===== src/sv/sliding_window_event_limiter_top_macros.svh =====
// Assertion helpers for the event limiter.
// Both macros expect signals named clk and rst_n in the enclosing module.
`ifndef SLIDING_WINDOW_EVENT_LIMITER_TOP_MACROS_SVH
`define SLIDING_WINDOW_EVENT_LIMITER_TOP_MACROS_SVH

// The consequent must hold in the same cycle as the antecedent.
`define SWEL_ASSERT_NOW(label, ante, cons, msg) \
  label: assert property (@(posedge clk) disable iff (!rst_n) (ante) |-> (cons)) \
    else $error(msg);

// The consequent must hold in the cycle after the antecedent.
`define SWEL_ASSERT_NEXT(label, ante, cons, msg) \
  label: assert property (@(posedge clk) disable iff (!rst_n) (ante) |=> (cons)) \
    else $error(msg);

`endif


===== src/sv/swel_pkg.sv =====
`timescale 1ns / 1ps

package swel_pkg;

  localparam int CNT_W     = 24;
  localparam int TIME_W    = 48;
  localparam int SPAN_W    = 16;
  localparam int MAXC_W    = 24;
  localparam int DIV_W     = 26;  // holds any span in microseconds
  localparam int QUO_W     = 17;  // holds any quotient the block needs
  localparam int PADDR_W   = 4;
  localparam int PDATA_W   = 32;
  localparam int US_PER_MS = 1000;

  localparam logic [CNT_W-1:0] CNT_MAX = {CNT_W{1'b1}};

  // Command codes.
  localparam logic CMD_CHECK = 1'b0;
  localparam logic CMD_QUERY = 1'b1;

  // Register indexes (word address).
  localparam logic [1:0] REG_WINDOW = 2'd0;
  localparam logic [1:0] REG_BUCKET = 2'd1;
  localparam logic [1:0] REG_MAXC   = 2'd2;

  typedef struct packed {
    logic              command;
    logic [TIME_W-1:0] now_us;
  } in_item_t;

  typedef struct packed {
    logic             full_res;
    logic [CNT_W-1:0] event_total;
  } out_item_t;

  typedef struct packed {
    logic             start;
    logic [DIV_W-1:0] num;
    logic [DIV_W-1:0] den;
  } div_req_t;

  typedef struct packed {
    logic             done;
    logic [QUO_W-1:0] quo;
    logic [DIV_W-1:0] rem;
  } div_rsp_t;

endpackage


===== src/sv/swel_ram.sv =====
`timescale 1ns / 1ps

module swel_ram #(
  parameter int WIDTH = 24,
  parameter int DEPTH = 64
) (
  input  logic                     clk,
  input  logic                     we,
  input  logic [$clog2(DEPTH)-1:0] waddr,
  input  logic [WIDTH-1:0]         wdata,
  input  logic                     re,
  input  logic [$clog2(DEPTH)-1:0] raddr,
  output logic [WIDTH-1:0]         rdata
);

  logic [WIDTH-1:0] mem_r [DEPTH];
  logic [WIDTH-1:0] rdata_r;

  always_ff @(posedge clk) begin
    if (we) begin
      mem_r[waddr] <= wdata;
    end
    if (re) begin
      rdata_r <= mem_r[raddr];
    end
  end

  assign rdata = rdata_r;

endmodule


===== src/sv/swel_div.sv =====
`timescale 1ns / 1ps

// Restoring divider, one quotient bit per cycle, MSB first. Alongside the
// quotient it keeps the quotient modulo a small modulus, one compare and
// subtract per bit.
module swel_div import swel_pkg::*; #(
  parameter int MW = 7
) (
  input  logic          clk,
  input  logic          rst_n,
  input  div_req_t      req,
  input  logic [MW-1:0] modulus,
  output div_rsp_t      rsp,
  output logic [MW-1:0] qmod
);

  localparam int SH_W  = DIV_W + QUO_W - 1;
  localparam int CNT_W_L = $clog2(QUO_W);

  logic               run_r;
  logic               done_r;
  logic [CNT_W_L-1:0] cnt_r;
  logic [DIV_W-1:0]   rem_r;
  logic [SH_W-1:0]    dsh_r;
  logic [QUO_W-1:0]   quo_r;
  logic [MW-1:0]      qmod_r;

  logic               ge;
  logic [MW:0]        qm_ext;
  logic [MW-1:0]      qmod_nxt;

  always_comb begin
    ge       = SH_W'(rem_r) >= dsh_r;
    qm_ext   = {qmod_r, ge};
    qmod_nxt = (qm_ext >= (MW+1)'(modulus)) ? MW'(qm_ext - (MW+1)'(modulus))
                                           : MW'(qm_ext);
  end

  always_ff @(posedge clk) begin
    if (!rst_n) begin
      run_r  <= 1'b0;
      done_r <= 1'b0;
      cnt_r  <= '0;
    end else begin
      done_r <= 1'b0;
      if (req.start) begin
        run_r <= 1'b1;
        cnt_r <= CNT_W_L'(QUO_W - 1);
      end else if (run_r) begin
        if (cnt_r == '0) begin
          run_r  <= 1'b0;
          done_r <= 1'b1;
        end else begin
          cnt_r <= cnt_r - 1'b1;
        end
      end
    end
  end

  always_ff @(posedge clk) begin
    if (req.start) begin
      rem_r  <= req.num;
      dsh_r  <= SH_W'(req.den) << (QUO_W - 1);
      quo_r  <= '0;
      qmod_r <= '0;
    end else if (run_r) begin
      if (ge) begin
        rem_r <= rem_r - dsh_r[DIV_W-1:0];
      end
      dsh_r  <= dsh_r >> 1;
      quo_r  <= {quo_r[QUO_W-2:0], ge};
      qmod_r <= qmod_nxt;
    end
  end

  assign rsp.done = done_r;
  assign rsp.quo  = quo_r;
  assign rsp.rem  = rem_r;
  assign qmod     = qmod_r;

endmodule


===== src/sv/sliding_window_event_limiter_top.sv =====
// Steps from acceptance to the result: with limiting disabled, or for a query that clears the
// ring, the result follows the window check. Otherwise the divider runs unless the ring clears,
// each passed bucket (at most the ring size) is read out, and a check then updates its count.
// Throughput: busy drops with the result strobe, so the next transaction may follow at once.
// A write to window_ms or bucket_ms holds busy while the ring size is divided.
// Synchronous active-low reset clears all counts at once through per-bucket valid bits.
`timescale 1ns / 1ps
`include "sliding_window_event_limiter_top_macros.svh"

module sliding_window_event_limiter_top import swel_pkg::*; #(
  parameter int MAX_BUCKETS = 64
) (
  input  logic               clk,
  input  logic               rst_n,
  // Command channel.
  input  logic               start,
  output logic               busy,
  input  in_item_t           in_item,
  // Result channel.
  output logic               out_valid,
  output out_item_t          out_item,
  // Configuration port.
  input  logic               psel,
  input  logic               penable,
  input  logic               pwrite,
  input  logic [PADDR_W-1:0] paddr,
  input  logic [PDATA_W-1:0] pwdata,
  output logic [PDATA_W-1:0] prdata,
  output logic               pready
);

  // AW indexes the bucket store; NBW holds a ring size up to MAX_BUCKETS.
  localparam int AW  = $clog2(MAX_BUCKETS);
  localparam int NBW = $clog2(MAX_BUCKETS + 1);

  typedef enum logic [6:0] {
    S_IDLE  = 7'b0000001,
    S_NBDIV = 7'b0000010,
    S_CHECK = 7'b0000100,
    S_DIV   = 7'b0001000,
    S_ADV   = 7'b0010000,
    S_CNTRD = 7'b0100000,
    S_CNTWR = 7'b1000000
  } state_t;

  // Configuration registers and values derived from them.
  logic [SPAN_W-1:0]      window_r;
  logic [SPAN_W-1:0]      bucket_r;
  logic [MAXC_W-1:0]      max_count_r;
  logic [DIV_W-1:0]       win_us_r;
  logic [DIV_W-1:0]       bkt_us_r;
  logic [NBW-1:0]         nb_r;
  logic                   nb_pend_r;

  // Control and window state.
  state_t                 state_r, state_nxt;
  logic                   cmd_r;
  logic [TIME_W-1:0]      now_r;
  logic [TIME_W-1:0]      ref_r;
  logic [CNT_W-1:0]       wtot_r, wtot_nxt;
  logic [AW-1:0]          cur_r;
  logic [MAX_BUCKETS-1:0] valid_r;
  logic [NBW-1:0]         adv_left_r;
  logic [AW-1:0]          adv_pos_r;
  logic                   rd_pend_r;
  logic [AW-1:0]          rd_addr_r;
  logic                   out_valid_r;
  out_item_t              out_item_r;

  // Datapath signals.
  logic                   cfg_wr;
  logic                   span_wr;
  logic                   enabled;
  logic                   accept;
  logic [TIME_W:0]        diff;
  logic                   clear_hit;
  logic [AW-1:0]          pos_inc;
  logic [CNT_W-1:0]       cnt_eff;
  logic                   emit;
  logic                   full_nxt;
  logic                   ram_re;
  logic [AW-1:0]          ram_raddr;
  logic                   ram_we;
  logic [CNT_W-1:0]       ram_wdata;
  logic [CNT_W-1:0]       ram_rdata;
  div_req_t               div_req;
  div_rsp_t               div_rsp;
  logic [NBW-1:0]         div_qmod;
  logic [NBW-1:0]         adv_k;
  logic [NBW:0]           cur_sum;
  logic [AW-1:0]          cur_new;
  logic [NBW-1:0]         nb_new;

  // All bucket counts sit in one single-port-write, single-port-read memory.
  // An entry whose valid bit is clear reads as zero, so a clear of the whole
  // ring is a reset of the valid vector.
  swel_ram #(
    .WIDTH (CNT_W),
    .DEPTH (MAX_BUCKETS)
  ) u_counts (
    .clk   (clk),
    .we    (ram_we),
    .waddr (cur_r),
    .wdata (ram_wdata),
    .re    (ram_re),
    .raddr (ram_raddr),
    .rdata (ram_rdata)
  );

  // The shared divider computes the ring size after a span write and the
  // number of elapsed buckets for each enabled transaction that does not clear the ring.
  swel_div #(
    .MW (NBW)
  ) u_div (
    .clk     (clk),
    .rst_n   (rst_n),
    .req     (div_req),
    .modulus (nb_r),
    .rsp     (div_rsp),
    .qmod    (div_qmod)
  );

  assign cfg_wr  = psel && penable && pwrite;
  assign span_wr = cfg_wr && (paddr[3:2] inside {REG_WINDOW, REG_BUCKET});
  assign enabled = (window_r != '0) && (bucket_r != '0);
  assign busy    = (state_r != S_IDLE) || nb_pend_r;
  assign accept  = start && !busy;

  always_comb begin
    // Elapsed time since the reference, with the borrow kept in the top bit.
    diff      = {1'b0, now_r} - {1'b0, ref_r};
    clear_hit = diff[TIME_W] || (diff[TIME_W-1:0] > TIME_W'(win_us_r));

    pos_inc = ((NBW'(adv_pos_r) + NBW'(1)) == nb_r) ? '0 : adv_pos_r + 1'b1;
    cnt_eff = valid_r[rd_addr_r] ? ram_rdata : '0;

    // The ring moves on by at most one full turn; the final position moves
    // by the elapsed bucket count modulo the ring size.
    adv_k   = (div_rsp.quo >= QUO_W'(nb_r)) ? nb_r : NBW'(div_rsp.quo);
    cur_sum = (NBW+1)'(cur_r) + (NBW+1)'(div_qmod);
    cur_new = (cur_sum >= (NBW+1)'(nb_r)) ? AW'(cur_sum - (NBW+1)'(nb_r))
                                          : AW'(cur_sum);

    if (div_rsp.quo > QUO_W'(MAX_BUCKETS)) begin
      nb_new = NBW'(MAX_BUCKETS);
    end else if (div_rsp.quo == '0) begin
      nb_new = NBW'(1);
    end else begin
      nb_new = NBW'(div_rsp.quo);
    end
  end

  always_comb begin
    state_nxt   = state_r;
    wtot_nxt    = wtot_r;
    emit        = 1'b0;
    full_nxt    = 1'b0;
    ram_re      = 1'b0;
    ram_raddr   = cur_r;
    ram_we      = 1'b0;
    ram_wdata   = (cnt_eff == CNT_MAX) ? cnt_eff : cnt_eff + 1'b1;
    div_req     = '0;

    case (state_r)
      S_IDLE: begin
        if (nb_pend_r) begin
          // Ring size is ceil(window / bucket).
          if (bucket_r != '0) begin
            div_req.start = 1'b1;
            div_req.num   = DIV_W'(window_r) + DIV_W'(bucket_r) - DIV_W'(1);
            div_req.den   = DIV_W'(bucket_r);
            state_nxt     = S_NBDIV;
          end
        end else if (start) begin
          state_nxt = S_CHECK;
        end
      end
      S_NBDIV: begin
        if (div_rsp.done) begin
          state_nxt = S_IDLE;
        end
      end
      S_CHECK: begin
        if (!enabled) begin
          emit      = 1'b1;
          state_nxt = S_IDLE;
        end else if (clear_hit) begin
          wtot_nxt = '0;
          if (cmd_r == CMD_CHECK) begin
            state_nxt = S_CNTRD;
          end else begin
            emit      = 1'b1;
            state_nxt = S_IDLE;
          end
        end else begin
          div_req.start = 1'b1;
          div_req.num   = diff[DIV_W-1:0];
          div_req.den   = bkt_us_r;
          state_nxt     = S_DIV;
        end
      end
      S_DIV: begin
        if (div_rsp.done) begin
          if (div_rsp.quo != '0) begin
            state_nxt = S_ADV;
          end else if (cmd_r == CMD_CHECK) begin
            state_nxt = S_CNTRD;
          end else begin
            emit      = 1'b1;
            state_nxt = S_IDLE;
          end
        end
      end
      S_ADV: begin
        // One bucket read per cycle; its count leaves the total in the next cycle.
        if (rd_pend_r) begin
          wtot_nxt = (wtot_r >= cnt_eff) ? wtot_r - cnt_eff : '0;
        end
        if (adv_left_r != '0) begin
          ram_re    = 1'b1;
          ram_raddr = pos_inc;
        end else if (!rd_pend_r) begin
          if (cmd_r == CMD_CHECK) begin
            state_nxt = S_CNTRD;
          end else begin
            emit      = 1'b1;
            state_nxt = S_IDLE;
          end
        end
      end
      S_CNTRD: begin
        ram_re    = 1'b1;
        ram_raddr = cur_r;
        state_nxt = S_CNTWR;
      end
      S_CNTWR: begin
        ram_we    = 1'b1;
        wtot_nxt  = (wtot_r == CNT_MAX) ? wtot_r : wtot_r + 1'b1;
        full_nxt  = (max_count_r != '0) && (wtot_nxt >= max_count_r);
        emit      = 1'b1;
        state_nxt = S_IDLE;
      end
      default: begin
        state_nxt = S_IDLE;
      end
    endcase

    // A span write empties the total and leaves the sequencer idle.
    if (span_wr) begin
      wtot_nxt  = '0;
      state_nxt = S_IDLE;
    end
  end

  always_ff @(posedge clk) begin
    if (!rst_n) begin
      state_r     <= S_IDLE;
      window_r    <= '0;
      bucket_r    <= '0;
      max_count_r <= '0;
      nb_r        <= NBW'(1);
      nb_pend_r   <= 1'b0;
      ref_r       <= '0;
      wtot_r      <= '0;
      cur_r       <= '0;
      valid_r     <= '0;
      adv_left_r  <= '0;
      rd_pend_r   <= 1'b0;
      out_valid_r <= 1'b0;
    end else begin
      state_r     <= state_nxt;
      wtot_r      <= wtot_nxt;
      out_valid_r <= emit;
      rd_pend_r   <= (state_r == S_ADV) && ram_re;

      if ((state_r == S_IDLE) && nb_pend_r && (bucket_r == '0)) begin
        nb_r      <= NBW'(1);
        nb_pend_r <= 1'b0;
      end
      if ((state_r == S_NBDIV) && div_rsp.done) begin
        nb_r      <= nb_new;
        nb_pend_r <= 1'b0;
      end

      if ((state_r == S_CHECK) && enabled && clear_hit) begin
        valid_r <= '0;
        cur_r   <= '0;
        ref_r   <= now_r;
      end

      if ((state_r == S_DIV) && div_rsp.done && (div_rsp.quo != '0)) begin
        // Advancing by whole buckets leaves the remainder past the reference.
        adv_left_r <= adv_k;
        adv_pos_r  <= cur_r;
        cur_r      <= cur_new;
        ref_r      <= now_r - TIME_W'(div_rsp.rem);
      end

      if (state_r == S_ADV) begin
        if (rd_pend_r) begin
          valid_r[rd_addr_r] <= 1'b0;
        end
        if (adv_left_r != '0) begin
          adv_left_r <= adv_left_r - 1'b1;
          adv_pos_r  <= pos_inc;
        end
      end

      if (state_r == S_CNTWR) begin
        valid_r[cur_r] <= 1'b1;
      end

      // A span write empties the ring and schedules a new ring size.
      if (cfg_wr) begin
        case (paddr[3:2])
          REG_WINDOW: begin
            window_r  <= pwdata[SPAN_W-1:0];
            valid_r   <= '0;
            cur_r     <= '0;
            nb_pend_r <= 1'b1;
          end
          REG_BUCKET: begin
            bucket_r  <= pwdata[SPAN_W-1:0];
            valid_r   <= '0;
            cur_r     <= '0;
            nb_pend_r <= 1'b1;
          end
          REG_MAXC: begin
            max_count_r <= pwdata[MAXC_W-1:0];
          end
          default: begin
          end
        endcase
      end
    end
  end

  // Payload registers carry no reset.
  always_ff @(posedge clk) begin
    win_us_r <= DIV_W'(window_r * US_PER_MS);
    bkt_us_r <= DIV_W'(bucket_r * US_PER_MS);
    if (accept) begin
      cmd_r <= in_item.command;
      now_r <= in_item.now_us;
    end
    if (ram_re) begin
      rd_addr_r <= ram_raddr;
    end
    if (emit) begin
      out_item_r.full_res    <= full_nxt;
      out_item_r.event_total <= wtot_nxt;
    end
  end

  always_comb begin
    case (paddr[3:2])
      REG_WINDOW: prdata = PDATA_W'(window_r);
      REG_BUCKET: prdata = PDATA_W'(bucket_r);
      REG_MAXC:   prdata = PDATA_W'(max_count_r);
      default:    prdata = '0;
    endcase
  end

  assign pready    = 1'b1;
  assign out_valid = out_valid_r;
  assign out_item  = out_item_r;

  `SWEL_ASSERT_NEXT(a_no_result_after_accept, accept, !out_valid,
                    "result strobe in the cycle right after a transaction was accepted")
  `SWEL_ASSERT_NOW(a_result_when_idle, out_valid, state_r == S_IDLE,
                   "result strobe while the sequencer is still working")
  `SWEL_ASSERT_NOW(a_full_needs_limit, out_valid && out_item.full_res, max_count_r != '0,
                   "full reported with no limit set")
  `SWEL_ASSERT_NOW(a_cur_in_ring, 1'b1, NBW'(cur_r) < nb_r,
                   "current bucket outside the ring")
  `SWEL_ASSERT_NOW(a_adv_bounded, state_r == S_ADV, adv_left_r <= nb_r,
                   "ring advance longer than one full turn")

endmodule


===== config.mk =====
export PLATFORM = sky130hd
export DESIGN_NAME = sliding_window_event_limiter_top
export DESIGN_NICKNAME = d
export VERILOG_FILES = /design/src/sv/swel_pkg.sv /design/src/sv/swel_ram.sv /design/src/sv/swel_div.sv /design/src/sv/sliding_window_event_limiter_top.sv
export VERILOG_INCLUDE_DIRS = /design/src /design/src/sv
export SDC_FILE = /design/constraint.sdc
export NUM_CORES = 2
export LEC_CHECK = 0
export ABC_AREA = 1
export ABC_CLOCK_PERIOD_IN_PS = 5700
export BUFFER_PORTS_ARGS = -buffer_cell sky130_fd_sc_hd__buf_4
export CAP_MARGIN = 40
export CORE_ASPECT_RATIO = 1.1
export CORE_MARGIN = 1
export CORE_UTILIZATION = 58
export DETAILED_ROUTE_END_ITERATION = 16
export GPL_ROUTABILITY_DRIVEN = 0
export PLACE_DENSITY_LB_ADDON = 0.05
export SLEW_MARGIN = 40
export SYNTH_ARGS = -nofsm -noshare
export SYNTH_HDL_FRONTEND = slang
export SYNTH_SLANG_ARGS = --single-unit

===== constraint.sdc =====
create_clock -name clk -period 5.7 [get_ports clk]
set_clock_uncertainty 0.1 [all_clocks]
set_input_delay 0.855 -clock clk [delete_from_list [all_inputs] [get_ports clk]]
set_output_delay 0.855 -clock clk [all_outputs]
set_load 0.02 [all_outputs]

Word-level counts from Yosys, hierarchy flattened --
Memories as Yosys holds them, arrays and structs flattened. A register that Yosys moved wholly into a read port is not among the register bits. Cells that the tools add are included.
Operators by class: reductions and logical operators 44, $mul 2, add/subtract/negate cells 15, bitwise operators 6, $lt $le $gt $ge 12, equality and inequality tests 20, multiplexer cells 92
Operators with widths (count):
- 64-bit 2-to-1 mux | 8
- 53-bit 2-to-1 mux | 4
- 24-bit 2-to-1 mux | 8
- 24-bit one-hot mux with 3 select lines | 2
- 7-bit 2-to-1 mux | 16
- 53-bit one-hot mux with 2 select lines | 1
- 48-bit 2-to-1 mux | 2
- 6-bit 2-to-1 mux | 15
- 42-bit 2-to-1 mux | 2
- 26-bit 2-to-1 mux | 3
- 64-bit bitwise AND | 1
- 64-bit NOT | 1
- 64-bit bitwise OR | 1
- 48-bit by 48-bit subtractor with 49-bit output | 1
- 24-bit by 1-bit adder with 24-bit output, second input constant | 2
- 24-bit == test, second input constant | 2
- 24-bit greater-or-equal comparator | 2
- 48-bit by 26-bit > comparator with 1-bit output | 1
- 48-bit by 26-bit subtractor with 48-bit output | 1
- 16-bit by 7-bit multiplier with 23-bit output, second input constant | 2
- 26-bit by 42-bit greater-or-equal comparator with 1-bit output | 1
- 7-bit one-hot mux with 6 select lines | 1
- 16-bit nonzero test | 2
- 26-bit subtractor | 1
- 51 further kinds | 111
Storage, ports and cells: bits in registers 453, memory bits (writable) 1536, word-level logic and storage cells 222, bits of input ports 91, memories kept 1, output and inout port bits 60
Memory list:
- u_counts.mem_r | depth 64, width 24, rd ports 1, clocked after memory_dff 1, write ports 1, RTL line swel_ram.sv:16 | logic [WIDTH-1:0] mem_r [DEPTH];

Logic depth before layout (Yosys ltp) --
word-level depth 14, gate-level depth with buffers 32, mapped depth without buffers 30

Cells and area by module --
A second synthesis with hierarchy kept.
Unflattened totals: cell total of the unflattened synthesis 10720, area total of the unflattened synthesis 101433.5 um^2
Modules (own cells, without submodules):
- swel_ram | instances 1, seq. area each 46844.9 um^2, area each 62962.9 um^2, cells an instance 5231
- sliding_window_event_limiter_top | instances 1, seq. area each 7947.6 um^2, area each 32378.6 um^2, cells an instance 4679
- swel_div | instances 1, seq. area each 2502.4 um^2, area each 6092.1 um^2, cells an instance 810

Least setup slack after synthesis --
No wires, ideal clock.
path type register -> register, start point reg rd_addr_r[0], end point mem u_counts.mem_r[0][1] (data pin), library setup time 0.702 ns, buffers on the path 1, setup slack -0.372 ns, data required time 4.898 ns, cell stages (with the launch flop) 23, period minus slack after synthesis 6.072 ns, arrival 5.270 ns, cell sequence edfxtp_1 -> inv_1 -> nand3_1 -> inv_1 -> nand2_1 -> nand2_1 -> a221oi_1 -> nand2_1 -> nand2_1 -> nand2_1 -> nor2_1 -> nand2_1 -> clkbuf_1 -> inv_1 -> nor2_1 -> ha_1 -> nand2_1 -> nand3b_1 -> inv_1 -> nand2_1 -> nor2_1 -> nand3_1 -> o21ai_0
Between the ends: longest elaborated chain between the ends 5, elaborated cells between the ends (all ways) 6, those cells by class 1 x add/sub; 1 x eq/ne; 4 x mux
Ends and longest elaborated chain:
- start, declared | RTL line sliding_window_event_limiter_top.sv:66 | logic [AW-1:0] rd_addr_r;
- start signal, assigned | RTL line sliding_window_event_limiter_top.sv:347 | rd_addr_r <= ram_raddr;
- 1-bit binary-select mux with 6-bit select * | RTL line sliding_window_event_limiter_top.sv:135 | cnt_eff = valid_r[rd_addr_r] ? ram_rdata : '0;
- 1-bit 2-to-1 mux (not written as such) * | RTL line sliding_window_event_limiter_top.sv:135
- 24-bit 2-to-1 mux * | RTL line sliding_window_event_limiter_top.sv:135
- 24-bit by 1-bit adder with 24-bit output or 24-bit == test (tied branches) | RTL line sliding_window_event_limiter_top.sv:161 | ram_wdata = (cnt_eff == CNT_MAX) ? cnt_eff : cnt_eff + 1'b1;
- 24-bit 2-to-1 mux * | RTL line sliding_window_event_limiter_top.sv:161
- named net ram_wdata[1] | RTL line sliding_window_event_limiter_top.sv:84 | logic [CNT_W-1:0] ram_wdata;
- end, declared | RTL line swel_ram.sv:16
The timed path passes the listed nets; every way through them passes the cells marked *. The select of a mux whose other input is x is not followed.

Worst setup path in the final report --
start point reg now_r[0], end point reg u_div.rem_r[14] (data pin)
Between the ends: longest elaborated chain between the ends 7
Ends and longest elaborated chain:
- start, declared | RTL line sliding_window_event_limiter_top.sv:58 | logic [TIME_W-1:0] now_r;
- start signal, assigned | RTL line sliding_window_event_limiter_top.sv:344 | now_r <= in_item.now_us;
- 48-bit by 48-bit subtractor with 49-bit output * | RTL line sliding_window_event_limiter_top.sv:131 | diff = {1'b0, now_r} - {1'b0, ref_r};
- 48-bit by 26-bit > comparator with 1-bit output | RTL line sliding_window_event_limiter_top.sv:132 | clear_hit = diff[TIME_W] || (diff[TIME_W-1:0] > TIME_W'(win_us_r));
- 1-bit logical OR | RTL line sliding_window_event_limiter_top.sv:132
- 53-bit 2-to-1 mux * | RTL line sliding_window_event_limiter_top.sv:187 | end else if (clear_hit) begin
- 53-bit 2-to-1 mux * | RTL line sliding_window_event_limiter_top.sv:184 | if (!enabled) begin
- 53-bit one-hot mux with 2 select lines * | RTL line sliding_window_event_limiter_top.sv:164 | case (state_r)
- 26-bit 2-to-1 mux * | RTL line swel_div.sv:61 | if (req.start) begin
- end signal, assigned | RTL line swel_div.sv:62 | rem_r <= req.num;
- end signal, assigned | RTL line swel_div.sv:68 | rem_r <= rem_r - dsh_r[DIV_W-1:0];
- end, declared | RTL line swel_div.sv:23 | logic [DIV_W-1:0] rem_r;
Every way passes the cells marked *; elsewhere a longest branch is shown, timed or not. A chain may end at the register's enable or synchronous reset.

==> metrics.md <==
| Metric | Value |
|---|---|
| Ys Warns | `0` |
| Synth Instances | `11114` |
| Top cells by area, synth | `edfxtp_1, nand2_1, nand3_1` |
| TritonRoute pass-1 iters | `14` |
| Commonest non-fill, non-tap cell in the layout | `nand2_1` |
| Hold buffers post-CTS | `0` |
| Detail Placement HPWL | `197100 um` |
| Vias/cell | `5.855` |
| IO buf count | `131` |
| Area leader, netlist | `edfxtp_1` |
| Largest stage delay on the critical path | `0.41 ns` |
| Die ar. | `0.1807 mm^2` |
| Seq/Total Area, Yosys | `0.5517` |
| DRT antenna net count | `0` |
| Post-CTS Resized | `0` |
| Row count | `162` |
| Fin. max-slew vios | `0` |
| Dpl cell area | `0.1087 mm^2` |
| Cell Pwr Density | `288.4 mW/mm^2` |
| Post-synth EDFFs | `1698` |
| Asr flop ratio synth | `0` |
| First-pass GRT wire length | `459700 um` |
| Worst skew pair latency | `0.88 ns` |
| Fillers | `14344` |
| Grt ovf | `0` |
| Minimum clock period | `5.399 ns` |
| Final setup viols | `0` |
| Final period util | `0.9471` |
| Fmax | `185.2 MHz` |
| Hold Violations, Final | `0` |
| Routed WL | `310200 um` |
| Leakage power | `0.04685 uW` |
| Setup CP Type | `flip-flop to flip-flop` |
| Setup_tns | `0 ns` |
| H-Tree Depth | `4` |
| Residual DRC count | `0` |
| WP data required | `6.22 ns` |
| Clock-pin slew on the worst setup and hold paths | `0.06 ns` |
| Fraction of layout cells with a size suffix above 1 | `0.07559` |
| Post-CTS setup buffers | `0` |
| Slowest cell on the critical path | `fa_1` |
| WP data arrival | `5.92 ns` |
| Max cap viols | `0` |
| Root buf cell | `clkbuf_16` |
| Final Instance Count excl. Fillers | `13745` |
| Register Area | `0.05730 mm^2` |
| Number of global-route vias before repair | `76494` |
| Synth Register Bits | `2013` |
| Ports | `151` |
| Wire per inst | `22.57 um` |
| Rel. slew slack | `0.3819` |
| Yosys top cell area share | `0.4910` |
| Iteration-0 DRC count of the detailed router | `8691` |
| Initial Util | `0.5848` |
| Slew @ Worst Pin | `0.9272 ns` |
| Distinct cells, synth | `61` |
| Critical Path Start Type | `flip-flop` |
| Largest net degree at the start of global routing | `199` |
| CP endpoint kind | `flip-flop` |
| CTS Buffer Depth | `3` |
| Cell Area, Synth | `0.1038 mm^2` |
| Core region area | `0.1776 mm^2` |
| Overall die width | `405.4 um` |
| Util after Layout | `0.6487` |
| Design area | `0.1152 mm^2` |
| Status | `complete, no violations` |
| Height of the die | `445.8 um` |
| Commonest cells after routing, fill and taps aside | `nand2_1, edfxtp_1, inv_1` |
| Top_reg_cell synth | `edfxtp_1` |
| Cell repeated most along the worst path | `nand3_1` |
| Routed via count | `80474` |
| Final nets | `11759` |
| Peak VDD IR | `0.3443 mV` |
| PnR Total Power | `33210 uW` |
| Num CTS Buffers | `204` |
| Placed Instances | `13365` |
| RSZ-0062 raised after global routing | `no` |
| TritonCTS clock tree | `built` |
| Area of the multi-input gates | `0.03927 mm^2` |
| Overall Global Routing Usage | `0.3394` |
| Avg Inst Size Synth | `9.343 um^2` |
| Hold WC Path Type | `input pin to flip-flop` |
| Area grow syn2layout | `10.91%` |
| Initial antenna violation count | `10` |
| Clock sink count | `2013` |
| Maximum fanout along the worst path | `19` |
[cell families after synthesis]
logic type	count (synthesis)	share of synthesized area
buffers and inverters	2021	0.07573
XOR/XNOR	177	0.01506
adder cells (fa/ha/maj)	473	0.06538
AO/OA/AOI/OAI	1160	0.06316
other	2	0.00007232
flip-flops	2013	0.5517
AND/OR/NAND/NOR	5268	0.2289
[per-layer routing]
| metal | GRT usage | up-vias | wire, um |
|---|---|---|---|
| met1 | 0.4218 | 38358 | 117600 |
| met4 | 0.2234 | 4 | 22610 |
| li1 | - | 37595 | - |
| met5 | 0 | - | 20 |
| met2 | 0.5512 | 3695 | 145000 |
| met3 | 0.05229 | 822 | 24970 |
[worst paths after layout]
kind | endpoint | slack (ns) | depth (start not counted) | from
worst min-delay path | now_r[14] | 0.06 | 1 | in_item[14]
worst min register to register | nb_r[4] | 0.37 | 2 | nb_r[4]
worst max register to register | u_div.rem_r[14] | 0.30 | 28 | now_r[0]
worst max-delay path | u_div.rem_r[14] | 0.30 | 28 | now_r[0]
[synth_stat cells (all sizes together) (3+ instances only)]
| cell | n |
|---|---|
| a211oi | 39 |
| a21boi | 4 |
| a21o | 8 |
| a21oi | 444 |
| a221oi | 12 |
| a22oi | 8 |
| a31oi | 16 |
| and2 | 4 |
| buf | 199 |
| clkbuf | 319 |
| clkinv | 4 |
| dfxtp | 315 |
| edfxtp | 1698 |
| fa | 116 |
| ha | 357 |
| inv | 1499 |
| nand2 | 2539 |
| nand3 | 1488 |
| nand3b | 400 |
| nand4 | 90 |
| nor2 | 602 |
| nor3 | 84 |
| nor4 | 30 |
| o2111ai | 5 |
| o211ai | 132 |
| o21a | 12 |
| o21ai | 431 |
| o21bai | 17 |
| o221ai | 17 |
| o31ai | 5 |
| o32ai | 3 |
| or2 | 27 |
| xnor2 | 46 |
| xor2 | 130 |
[final cells by class]
class | instances | share of cell area
Clock buffer | 270 | 0.04738
Timing Repair Buffer | 386 | 0.03088
Inverter | 1503 | 0.04922
Antenna cell | 3 | 0.00006518
Clock inverter | 105 | 0.008224
Multi-Input combinational cell | 7087 | 0.3409
Tap cell | 2378 | 0.02583
Sequential cell | 2013 | 0.4975
[flip-flops by register name, indices dropped and copies added, names as in the netlist, 25 cells and up]
signal / flops
u_counts.mem_r: 1536
valid_r: 64
u_div.dsh_r: 42
out_item: 25
now_r: 48
u_div.rem_r: 26
ref_r: 48
[critical path, delay by kind of cell, from the launching register on]
kind | cells | cell delay (ns)
AOI/OAI and AO/OA | 1 | 0.10
xor gates and xnor gates | 1 | 0.16
adders and majority gates | 3 | 0.86
buffers and inverters | 7 | 0.96
DFF | 1 | 0.40
and+or+nand+nor | 16 | 2.56
[per-stage QoR]
stage	hold slack, ns	worst slack [ns]
global route	0.03670	0.08701
detailed placement	0.3620	0.3402
global placement	0.3489	0.3500
floorplan	0.3214	0.4120
finish	0.05806	0.3013
CTS	0.009726	0.2963
[report_power, final]
part           total [uW]  switching (uW)  leakage (uW)  internal [uW]
logic                3860            2440        0.0277           1420
clock network       13000            5720       0.00311           7310
registers           16300             274        0.0161          16000
(Power assumes the default switching activity.)
